==> src/rtl/ott_pkg.sv <==
// ----------------------------------------------------------------------------
// ott_pkg
// Shared types and constants of the ordered timer table: operation and status
// codes, the stored slot entry and the result record.
// ----------------------------------------------------------------------------
package ott_pkg;

	localparam int unsigned MAX_RESULTS       = 16;
	localparam int unsigned KW                = $clog2(MAX_RESULTS + 1);
	localparam logic [31:0] DEFAULT_WINDOW_MS = 32'(60 * 60 * 1000);
	localparam logic [63:0] ALL_ONES          = ~64'd0;

	typedef enum logic [2:0] {
		OP_ADD     = 3'd0,
		OP_CANCEL  = 3'd1,
		OP_REFRESH = 3'd2,
		OP_RESET   = 3'd3,
		OP_EXPIRE  = 3'd4,
		OP_QUERY   = 3'd5
	} op_t;

	typedef enum logic [1:0] {
		STS_OK       = 2'd0,
		STS_INACTIVE = 2'd1,
		STS_FULL     = 2'd2
	} status_t;

	// what one pass over the table looks for
	typedef enum logic [1:0] {
		SK_DUE     = 2'd0,
		SK_MIN_DUE = 2'd1,
		SK_MIN_ACT = 2'd2,
		SK_FRONT   = 2'd3
	} scan_kind_t;

	typedef struct packed {
		logic [63:0] deadline;
		logic [31:0] period;
		logic        repeat_mark;
	} slot_t;

	typedef struct packed {
		logic [1:0]  status;
		logic [3:0]  slot_id;
		logic [63:0] remaining_ms;
		logic        front_notify;
		logic        expired_valid;
		logic        last;
	} res_t;

	function automatic res_t mk_res(input status_t st, input logic [3:0] sid,
			input logic [63:0] rem, input logic fn, input logic ev, input logic lst);
		res_t r;
		r.status        = st;
		r.slot_id       = sid;
		r.remaining_ms  = rem;
		r.front_notify  = fn;
		r.expired_valid = ev;
		r.last          = lst;
		return r;
	endfunction

endpackage

==> src/rtl/ordered_timer_table_core.sv <==
// ----------------------------------------------------------------------------
// ordered_timer_table_core
// Table of timer slots ordered by deadline (lower slot wins a tie), with add,
// cancel, refresh, reset, expire and query operations.
// ----------------------------------------------------------------------------
// One operation is handled at a time. Slot contents live in a synchronous
// store with one write and one read port, read one slot per cycle during a
// pass over the table. Cancel, unused codes and operations that fail their
// first check go straight to the result; refresh reads and rewrites its slot;
// add writes a free slot and reset reads and may rewrite its slot, each write
// followed by a front check pass; query makes one pass. Expire takes one
// marking pass, then an ordering pass and a fire step per reported slot, with
// at most 16 reported slots per call. Each result transfer
// also waits for the output register to be free; the next operation is taken
// as soon as the last result has been loaded into it. Active marks are held in
// flops and cleared by reset; the store itself needs no clearing pass.
// ----------------------------------------------------------------------------
module ordered_timer_table_core
	import ott_pkg::*;
#(
	parameter int NUM_SLOTS = 16
) (
	input  logic        clk,
	input  logic        arst_n,
	input  logic        in_valid,
	output logic        in_stall,
	input  logic [2:0]  operation,
	input  logic [3:0]  timer_id,
	input  logic [31:0] interval_ms,
	input  logic        recurring,
	input  logic        restart,
	input  logic [63:0] now_ms,
	output logic        out_valid,
	input  logic        out_stall,
	output logic [1:0]  status,
	output logic [3:0]  slot_id,
	output logic [63:0] remaining_ms,
	output logic        front_notify,
	output logic        expired_valid,
	output logic        last,
	input  logic        cfg_we,
	input  logic [31:0] cfg_wdata
);

	localparam int IW = $clog2(NUM_SLOTS);

	typedef enum logic [5:0] {
		S_IDLE = 6'b000001,
		S_UPD  = 6'b000010,
		S_ARM  = 6'b000100,
		S_SCAN = 6'b001000,
		S_FIRE = 6'b010000,
		S_EMIT = 6'b100000
	} state_t;

	state_t           state_q;
	logic [2:0]       op_q;
	logic [IW-1:0]    tgt_q;
	logic [31:0]      ivl_q;
	logic             rep_q;
	logic             fnow_q;
	logic [63:0]      now_q;
	logic [63:0]      base_q;
	logic [NUM_SLOTS-1:0] active_q;
	logic [NUM_SLOTS-1:0] due_q;
	logic [63:0]      prev_q;
	logic             fn_q;
	logic [31:0]      window_q;
	scan_kind_t       kind_q;
	logic [IW:0]      scan_q;
	logic             cmp_vld_s1;
	logic [IW-1:0]    cmp_idx_s1;
	logic             best_vld_q;
	logic [IW-1:0]    best_idx_q;
	logic [63:0]      best_dl_q;
	logic [31:0]      best_per_q;
	logic             best_rep_q;
	logic             blocked_q;
	logic             roll_q;
	logic [KW-1:0]    k_q;
	res_t             res_q;
	res_t             out_q;
	logic             out_valid_q;

	// store ports
	logic             mem_we;
	logic [IW-1:0]    mem_waddr;
	slot_t            mem_wdata;
	logic [IW-1:0]    mem_raddr;
	slot_t            rd;

	logic             accept;
	logic             out_free;
	logic [IW+3:0]    id_wide;
	logic [IW-1:0]    id_idx;
	logic             id_ok;
	logic             any_active;
	logic             free_found;
	logic [IW-1:0]    free_idx;
	logic             roll;
	logic             scan_done;
	logic [NUM_SLOTS-1:0] due_rest;
	logic             fire_last;
	logic [IW+3:0]    best_wide;
	logic [IW+3:0]    tgt_wide;
	logic             better;
	logic             front_fn;

	assign accept     = in_valid && !in_stall;
	assign in_stall   = (state_q != S_IDLE);
	assign out_free   = !out_valid_q || !out_stall;
	assign id_wide    = {{IW{1'b0}}, timer_id};
	assign id_idx     = id_wide[IW-1:0];
	assign id_ok      = (id_wide < (IW+4)'(NUM_SLOTS));
	assign any_active = |active_q;
	assign roll       = (now_ms < prev_q) && ((prev_q - now_ms) > {32'd0, window_q});
	assign scan_done  = (scan_q == (IW+1)'(NUM_SLOTS)) && !cmp_vld_s1;
	assign due_rest   = due_q & ~({{(NUM_SLOTS-1){1'b0}}, 1'b1} << best_idx_q);
	assign fire_last  = (k_q == KW'(MAX_RESULTS - 1)) || (due_rest == '0);
	assign best_wide  = {4'd0, best_idx_q};
	assign tgt_wide   = {4'd0, tgt_q};
	assign better     = !best_vld_q || (rd.deadline < best_dl_q);
	assign front_fn   = !blocked_q && !fn_q;

	// lowest free slot
	always_comb begin
		free_found = 1'b0;
		free_idx   = '0;
		for (int i = NUM_SLOTS - 1; i >= 0; i--) begin
			if (!active_q[i]) begin
				free_found = 1'b1;
				free_idx   = IW'(i);
			end
		end
	end

	// store access: id read on transfer, slot sweep during a pass
	always_comb begin
		mem_we    = 1'b0;
		mem_waddr = tgt_q;
		mem_wdata = '{deadline: base_q + {32'd0, ivl_q}, period: ivl_q, repeat_mark: rep_q};
		mem_raddr = (state_q == S_IDLE) ? id_idx : scan_q[IW-1:0];
		case (state_q)
			S_ARM: begin
				mem_we = 1'b1;
			end
			S_FIRE: begin
				mem_we    = best_rep_q;
				mem_waddr = best_idx_q;
				mem_wdata = '{deadline: now_q + {32'd0, best_per_q}, period: best_per_q,
					repeat_mark: 1'b1};
			end
			default: begin
				mem_we = 1'b0;
			end
		endcase
	end

	ott_slot_mem #(
		.DEPTH (NUM_SLOTS),
		.AW    (IW)
	) u_mem (
		.clk   (clk),
		.we    (mem_we),
		.waddr (mem_waddr),
		.wdata (mem_wdata),
		.raddr (mem_raddr),
		.rdata (rd)
	);

	always_ff @(posedge clk or negedge arst_n) begin
		if (!arst_n) begin
			state_q     <= S_IDLE;
			op_q        <= '0;
			tgt_q       <= '0;
			ivl_q       <= '0;
			rep_q       <= 1'b0;
			fnow_q      <= 1'b0;
			now_q       <= '0;
			base_q      <= '0;
			active_q    <= '0;
			due_q       <= '0;
			prev_q      <= '0;
			fn_q        <= 1'b0;
			window_q    <= DEFAULT_WINDOW_MS;
			kind_q      <= SK_DUE;
			scan_q      <= '0;
			cmp_vld_s1  <= 1'b0;
			cmp_idx_s1  <= '0;
			best_vld_q  <= 1'b0;
			best_idx_q  <= '0;
			best_dl_q   <= '0;
			best_per_q  <= '0;
			best_rep_q  <= 1'b0;
			blocked_q   <= 1'b0;
			roll_q      <= 1'b0;
			k_q         <= '0;
			res_q       <= '0;
			out_q       <= '0;
			out_valid_q <= 1'b0;
		end else begin
			if (cfg_we) begin
				window_q <= cfg_wdata;
			end
			// drop a result once it has been taken
			if (out_valid_q && !out_stall) begin
				out_valid_q <= 1'b0;
			end

			case (state_q)
				S_IDLE: begin
					if (accept) begin
						op_q   <= operation;
						ivl_q  <= interval_ms;
						fnow_q <= restart;
						now_q  <= now_ms;
						tgt_q  <= id_idx;
						state_q <= S_EMIT;
						case (operation)
							OP_ADD: begin
								if (!free_found) begin
									res_q <= mk_res(STS_FULL, 4'd0, 64'd0, 1'b0, 1'b0, 1'b1);
								end else begin
									tgt_q   <= free_idx;
									base_q  <= now_ms;
									rep_q   <= recurring;
									state_q <= S_ARM;
								end
							end
							OP_CANCEL: begin
								if (!id_ok || !active_q[id_idx]) begin
									res_q <= mk_res(STS_INACTIVE, 4'd0, 64'd0, 1'b0, 1'b0, 1'b1);
								end else begin
									active_q[id_idx] <= 1'b0;
									res_q <= mk_res(STS_OK, 4'd0, 64'd0, 1'b0, 1'b0, 1'b1);
								end
							end
							OP_REFRESH: begin
								if (!id_ok || !active_q[id_idx]) begin
									res_q <= mk_res(STS_INACTIVE, 4'd0, 64'd0, 1'b0, 1'b0, 1'b1);
								end else begin
									state_q <= S_UPD;
								end
							end
							OP_RESET: begin
								if (!id_ok) begin
									res_q <= mk_res(STS_INACTIVE, 4'd0, 64'd0, 1'b0, 1'b0, 1'b1);
								end else begin
									state_q <= S_UPD;
								end
							end
							OP_EXPIRE: begin
								if (!any_active) begin
									res_q <= mk_res(STS_OK, 4'd0, 64'd0, 1'b0, 1'b0, 1'b1);
								end else begin
									roll_q     <= roll;
									prev_q     <= now_ms;
									k_q        <= '0;
									kind_q     <= SK_DUE;
									scan_q     <= '0;
									best_vld_q <= 1'b0;
									state_q    <= S_SCAN;
								end
							end
							OP_QUERY: begin
								fn_q <= 1'b0;
								if (!any_active) begin
									res_q <= mk_res(STS_OK, 4'd0, ALL_ONES, 1'b0, 1'b0, 1'b1);
								end else begin
									kind_q     <= SK_MIN_ACT;
									scan_q     <= '0;
									best_vld_q <= 1'b0;
									state_q    <= S_SCAN;
								end
							end
							default: begin
								res_q <= mk_res(STS_OK, 4'd0, 64'd0, 1'b0, 1'b0, 1'b1);
							end
						endcase
					end
				end

				// store data of the addressed slot is on rd
				S_UPD: begin
					rep_q <= rd.repeat_mark;
					if (op_q == OP_REFRESH) begin
						base_q  <= now_q;
						ivl_q   <= rd.period;
						state_q <= S_ARM;
					end else if (ivl_q == rd.period && !fnow_q) begin
						res_q   <= mk_res(STS_OK, 4'd0, 64'd0, 1'b0, 1'b0, 1'b1);
						state_q <= S_EMIT;
					end else if (!active_q[tgt_q]) begin
						res_q   <= mk_res(STS_INACTIVE, 4'd0, 64'd0, 1'b0, 1'b0, 1'b1);
						state_q <= S_EMIT;
					end else begin
						base_q  <= fnow_q ? now_q : rd.deadline - {32'd0, rd.period};
						state_q <= S_ARM;
					end
				end

				// store written this cycle; base_q now keeps the new deadline
				S_ARM: begin
					active_q[tgt_q] <= 1'b1;
					base_q <= base_q + {32'd0, ivl_q};
					if (op_q == OP_REFRESH) begin
						res_q   <= mk_res(STS_OK, 4'd0, 64'd0, 1'b0, 1'b0, 1'b1);
						state_q <= S_EMIT;
					end else begin
						kind_q    <= SK_FRONT;
						scan_q    <= '0;
						blocked_q <= 1'b0;
						state_q   <= S_SCAN;
					end
				end

				S_SCAN: begin
					// issue one read a cycle, compare the slot read the cycle before
					if (scan_q < (IW+1)'(NUM_SLOTS)) begin
						cmp_vld_s1 <= 1'b1;
						cmp_idx_s1 <= scan_q[IW-1:0];
						scan_q     <= scan_q + 1'b1;
					end else begin
						cmp_vld_s1 <= 1'b0;
					end
					if (cmp_vld_s1) begin
						case (kind_q)
							SK_DUE: begin
								due_q[cmp_idx_s1] <= active_q[cmp_idx_s1] &&
									(roll_q || rd.deadline <= now_q);
							end
							SK_MIN_DUE, SK_MIN_ACT: begin
								if (((kind_q == SK_MIN_DUE) ? due_q[cmp_idx_s1]
										: active_q[cmp_idx_s1]) && better) begin
									best_vld_q <= 1'b1;
									best_idx_q <= cmp_idx_s1;
									best_dl_q  <= rd.deadline;
									best_per_q <= rd.period;
									best_rep_q <= rd.repeat_mark;
								end
							end
							SK_FRONT: begin
								if (cmp_idx_s1 != tgt_q && active_q[cmp_idx_s1] &&
										(rd.deadline < base_q ||
										(rd.deadline == base_q && cmp_idx_s1 < tgt_q))) begin
									blocked_q <= 1'b1;
								end
							end
							default: begin
								blocked_q <= blocked_q;
							end
						endcase
					end
					if (scan_done) begin
						state_q <= S_EMIT;
						case (kind_q)
							SK_DUE: begin
								if (due_q == '0) begin
									res_q <= mk_res(STS_OK, 4'd0, 64'd0, 1'b0, 1'b0, 1'b1);
								end else begin
									kind_q     <= SK_MIN_DUE;
									scan_q     <= '0;
									best_vld_q <= 1'b0;
									state_q    <= S_SCAN;
								end
							end
							SK_MIN_DUE: begin
								state_q <= S_FIRE;
							end
							SK_MIN_ACT: begin
								res_q <= mk_res(STS_OK, 4'd0,
									(now_q >= best_dl_q) ? 64'd0 : best_dl_q - now_q,
									1'b0, 1'b0, 1'b1);
							end
							default: begin
								if (front_fn) begin
									fn_q <= 1'b1;
								end
								res_q <= mk_res(STS_OK, (op_q == OP_ADD) ? tgt_wide[3:0] : 4'd0,
									64'd0, front_fn, 1'b0, 1'b1);
							end
						endcase
					end
				end

				// re-arm or free the earliest due slot and report it
				S_FIRE: begin
					if (!best_rep_q) begin
						active_q[best_idx_q] <= 1'b0;
					end
					due_q[best_idx_q] <= 1'b0;
					k_q   <= k_q + 1'b1;
					res_q <= mk_res(STS_OK, best_wide[3:0], 64'd0, 1'b0, 1'b1, fire_last);
					state_q <= S_EMIT;
				end

				S_EMIT: begin
					if (out_free) begin
						out_q       <= res_q;
						out_valid_q <= 1'b1;
						if (res_q.last) begin
							state_q <= S_IDLE;
						end else begin
							kind_q     <= SK_MIN_DUE;
							scan_q     <= '0;
							best_vld_q <= 1'b0;
							state_q    <= S_SCAN;
						end
					end
				end

				default: begin
					state_q <= S_IDLE;
				end
			endcase
		end
	end

	assign out_valid     = out_valid_q;
	assign status        = out_q.status;
	assign slot_id       = out_q.slot_id;
	assign remaining_ms  = out_q.remaining_ms;
	assign front_notify  = out_q.front_notify;
	assign expired_valid = out_q.expired_valid;
	assign last          = out_q.last;

	// compare stage only runs behind a pass
	a_cmp_in_scan: assert property (@(posedge clk) disable iff (!arst_n)
		cmp_vld_s1 |-> state_q == S_SCAN)
		else $error("compare stage active outside a table pass");

	// a fired slot was marked due
	a_fire_due: assert property (@(posedge clk) disable iff (!arst_n)
		state_q == S_FIRE |-> due_q[best_idx_q] && best_vld_q)
		else $error("firing a slot that is not due");

	// no more than the result limit per expire
	a_fire_limit: assert property (@(posedge clk) disable iff (!arst_n)
		state_q == S_FIRE |-> k_q < KW'(MAX_RESULTS))
		else $error("expire result limit exceeded");

	// an armed slot is active afterwards
	a_arm_active: assert property (@(posedge clk) disable iff (!arst_n)
		state_q == S_ARM |=> active_q[$past(tgt_q)])
		else $error("armed slot not active");

endmodule

==> src/rtl/ott_slot_mem.sv <==
// ----------------------------------------------------------------------------
// ott_slot_mem
// Slot store: deadline, period and recurring mark per slot. One write port,
// one read port, read data registered.
// ----------------------------------------------------------------------------
module ott_slot_mem
	import ott_pkg::*;
#(
	parameter int DEPTH = 16,
	parameter int AW    = 4
) (
	input  logic          clk,
	input  logic          we,
	input  logic [AW-1:0] waddr,
	input  slot_t         wdata,
	input  logic [AW-1:0] raddr,
	output slot_t         rdata
);

	slot_t mem [DEPTH];
	slot_t rdata_q;

	always_ff @(posedge clk) begin
		if (we) begin
			mem[waddr] <= wdata;
		end
	end

	always_ff @(posedge clk) begin
		rdata_q <= mem[raddr];
	end

	assign rdata = rdata_q;

endmodule
==> config.mk <==
export PLATFORM = sky130hd
export DESIGN_NAME = ordered_timer_table_core
export DESIGN_NICKNAME = d
export VERILOG_FILES = /design/src/rtl/ott_pkg.sv /design/src/rtl/ordered_timer_table_core.sv /design/src/rtl/ott_slot_mem.sv
export SDC_FILE = /design/constraint.sdc
export NUM_CORES = 2
export LEC_CHECK = 0
export BUFFER_PORTS_ARGS = -buffer_cell sky130_fd_sc_hd__buf_2
export CAP_MARGIN = 10
export CORE_MARGIN = 1.5
export CORE_UTILIZATION = 45
export DETAILED_ROUTE_END_ITERATION = 6
export PLACE_DENSITY = 0.63
export SETUP_SLACK_MARGIN = 0.5
export SKIP_LAST_GASP = 1
export SLEW_MARGIN = 40
export SYNTH_ARGS = -nofsm -noshare
export SYNTH_HDL_FRONTEND = slang
export SYNTH_SLANG_ARGS = --single-unit
==> constraint.sdc <==
create_clock -name clk -period 9.29 [get_ports clk]
set_input_delay 1.858 -clock clk [delete_from_list [all_inputs] [get_ports clk]]
set_output_delay 1.858 -clock clk [all_outputs]
set_load 0.05 [all_outputs]
==> impl.org <==
** Run status
- The run finished with clean final reports.

** Synth
- Count of mapped cells out of synthesis :: 10900
- Area contributors post-synth :: edfxtp_1 41%, dfrtp_1 12%, nand2_1 8.1%, ha_1 5.1%, a21oi_1 2.5%
- For this run, the register share of the synthesized area comes to 55.87%.
- Async set-or-reset flop fraction in the synthesized netlist :: 25.75%
- The biggest area contributor in the post-synthesis netlist is edfxtp_1.
- The mapped netlist covers 112500 µm².
- Summed over its instances, the top area cell type makes up 41.41% of the synthesized netlist area.
- Average footprint of a synthesized cell :: 10.32 µm²
- Synthesis inferred 2221 register bits.
- After synthesis, the most frequently instantiated cells are 2433 x nand2_1, 1552 x edfxtp_1, 589 x clkbuf_1.
- Post-synth EDFFs :: 1552
- Post-synthesis cell type count :: 108
- Synthesized Nets :: 11510
- nand2_1 is the most common cell in the netlist.
- The most used flip-flop cell after synthesis is edfxtp_1.
- During synthesis, Yosys emitted a total of 0 warnings.

** STA
- Final Max Tran Viols :: 0
- Min cycle time layout :: 7.468 ns
- At the pin with the least slew margin, the transition time is 0.9067 ns.
- Total negative slack for setup checks :: 0 ns
- Based on the critical path, the design can be clocked at up to 133.9 MHz.
- The number of endpoints with negative hold slack in the final report is 0.
- The worst pin sits at a relative slew slack of 39.12%.
- Across the routed clock network, the largest skew measured is 0.1094 ns.
- Final setup violation count :: 0
- The final critical path takes up 80.39% of the cycle.
- Setup repair after global routing left no endpoint under its margin.

** Layout
- Final layout net count :: 11510
- Share of layout cells above drive strength 1 :: 9.954%
- Number of non-filler instances in the completed layout :: 14460
- Area added between synthesis and finish :: 12.09%

** Global routing
- The total overflow left after global routing is 0.
- The via count of the first global-routing pass came to 83820.
- Number of antenna violations at the first check in global routing :: 39
- Largest net degree at the start of global routing :: 171
- Global routing consumed, over all layers together, 30.60% of the routing resources.
- The first global-routing pass estimated 574200 µm of wire.

** Floorplanning
- Floorplan die height :: 503.1 µm
- Placeable core region :: 248700 µm²
- Die Width :: 503.1 µm
- The initial utilization of the core area, before any placement, comes to 45.26%.
- 217 I/O pins were placed.
- After floorplanning, the core was divided into 183 placement rows.
- Die Area :: 253100 µm²

** Worst setup path
- Setup Crit Path Kind :: in2reg
- For the worst setup path, the data required time is 10.02 ns.
- The worst setup path is captured at a register.
- Stage delay of the slowest cell on the critical path :: 0.63 ns
- Together, buffers and inverters on the worst path number 2.
- Count of cell instances traversed by the critical path :: 22
- Of all nets on the critical path, the largest fanout is 7.
- The slowest stage of the critical path is the a21boi_0 cell.
- The worst setup path is launched from an input port.
- Walking the worst path, the cells encountered are buf_2, inv_1, ha_1, a21oi_1, o21ai_0, a2bb2oi_1, a21oi_1, a21boi_0, o31ai_1, xor2_1, ha_1, nand4_1, or4_1, or3_1, or3_1, a211oi_1, o2111ai_1, nor4_1, and4_1, nand4_1, nor3_2, a41oi_1.
- Worst endpoint data arrival time :: 8.20 ns
- For the worst flop-to-flop path, the logic depth is 22.
- Among cell families on the critical path, the largest total delay comes from compound AO/OA/AOI/OAI gates.

** Pwr
- IR analysis of the VDD net gives a maximum drop of 0.3593 mV.
- Power Dens Cells :: 409.3 nW/µm²
- For this design the static power due to leakage is 0.04867 µW.

** Clocking
- Clock tree root buffer cell :: clkbuf_16
- The number of gates resized after CTS was 0.
- Hold repair after CTS inserted 0 buffers.
- After clock tree synthesis, the setup repair step added 0 buffers.
- Max H-tree Level :: 4
- Clk pin slew, worst setup/hold paths :: 0.07 ns
- Clock latency on the worst-skew pair, taken at its later pin, is 0.95 ns.
- Clock tree synthesis inserted a total of 232 buffers.
- CTS tree :: built
- The clock drives 2221 sinks.
- The clock passes through at most 3 buffers.

** Placement
- Detailed placement ended at an HPWL of 264900 µm.
- Port buffering added 216 buffers.
- Placed Instances :: 13990
- Placer's final routability congestion estimate :: 1.009

** Route
- Using the TritonRoute via totals, the vias-per-cell ratio works out to 6.165.
- In this run, the number of DRC markers left after iteration 0 of detailed routing was 10070.
- Summing over every cut layer, the via total after detailed routing is 89160.
- The final layout contains routed wiring with a total length of 395000 µm.
- The first TritonRoute pass finished after 6 iterations.
- Antenna-violating nets left :: 0
- Post-route DRC :: 0
- In the final routed layout, each cell accounts on average for 27.31 µm.

** Min path
- The path class of the tightest hold or removal check is reg2reg.
- Cell count of the worst hold path :: 2

** Job
- Count of max-cap constraint violations :: 0
## report_power, final
group | switching [µW] | internal, µW
Sequential | 2060 | 14100
Clock | 4180 | 5540
Combinational | 17500 | 8250
## tightest hold or removal path: stages (launching register included)
cell and delay [ns]:
dfrtp_1 0.34, nand2_1 0.04, o21ai_0 0.06
## per-stage QoR
step / hold WS, ns / setup slack [ns] / power, µW / instance area [µm²] / utilization (%)
2_1_floorplan: 0.4534 / 2.592 / 31820 / 112500 / -
3_3_place_gp: 0.4668 / 0.8560 / 40920 / 117500 / 47.26
3_5_place_dp: 0.4703 / 0.8418 / 41400 / 117800 / 47.39
4_1_cts: 0.4837 / 1.745 / 51190 / 125900 / 50.61
5_1_grt: 0.5063 / 1.533 / 54430 / 126100 / 50.72
6_report: 0.4764 / 1.822 / 51630 / 126100 / 50.73
## state kept, by name, indices dropped and copies added (netlist names), 5 cells and up
register,count
active_q,16
now_q,64
ivl_q,32
best_per_q,32
u_mem.mem,1552
remaining_ms,64
due_q,16
window_q,32
u_mem.rdata,97
best_dl_q,64
prev_q,64
scan_q,5
state_q,6
base_q,64
res_q,73
k_q,5
## per-layer routing
layer | global-route usage (%) | up-vias | wire length (µm)
met5 | 0 | - | 25
met4 | 11.41 | 4 | 14850
met3 | 4.731 | 630 | 33280
met2 | 47.04 | 4164 | 176900
met1 | 43.61 | 44450 | 169900
li1 | - | 39910 | -
## final cells by class
| type | instances | area (µm²) |
|---|---|---|
| diodes | 22 | 55.05 |
| clock inverters | 138 | 1669 |
| repair buffers | 448 | 3478 |
| fillers | 22100 | 122500 |
| well taps | 3330 | 4167 |
| flip-flops and latches | 2221 | 62880 |
| multi-input cells | 7603 | 46060 |
| inverters | 397 | 1490 |
| clock buffers | 304 | 6341 |
## final timing paths
path                                      startpoint  slack [ns]                   endpoint
max                                        now_ms[9]        1.82         roll_q$_DFFE_PN0P_
min                        expired_valid$_DFFE_PN0P_        0.48  expired_valid$_DFFE_PN0P_
max reg2reg                    prev_q[0]$_DFFE_PN0P_        2.60         roll_q$_DFFE_PN0P_
min reg2reg                expired_valid$_DFFE_PN0P_        0.48  expired_valid$_DFFE_PN0P_
max in group asynchronous                     arst_n        6.29      res_q[41]$_DFFE_PN0P_
min in group asynchronous                     arst_n        0.88         k_q[0]$_DFFE_PN0P_
## layout by cell type, fill, tap and decap left out, drive strengths merged, types with 297 or more instances in the layout
cell type	netlist	final
inv	396	408
o21ai	486	486
nand2	2433	2433
ha	461	461
edfxtp	1552	1552
clkbuf	596	304
nand3	485	485
a311oi	297	297
dfrtp	560	560
buf	84	448
nor2	436	436
a21oi	563	563
## kinds of logic after synthesis
logic type               count (synthesis)  share of synthesized area, %
multiplexers                           137                         1.543
adder cells (fa/ha/maj)                466                         5.215
XOR/XNOR                               306                         2.382
AND/OR/NAND/NOR                       4331                         17.25
AO/OA/AOI/OAI                         2363                         14.07
flip-flops                            2221                         55.87
buffers and inverters                 1077                         3.670
(Power assumes the default switching activity.)
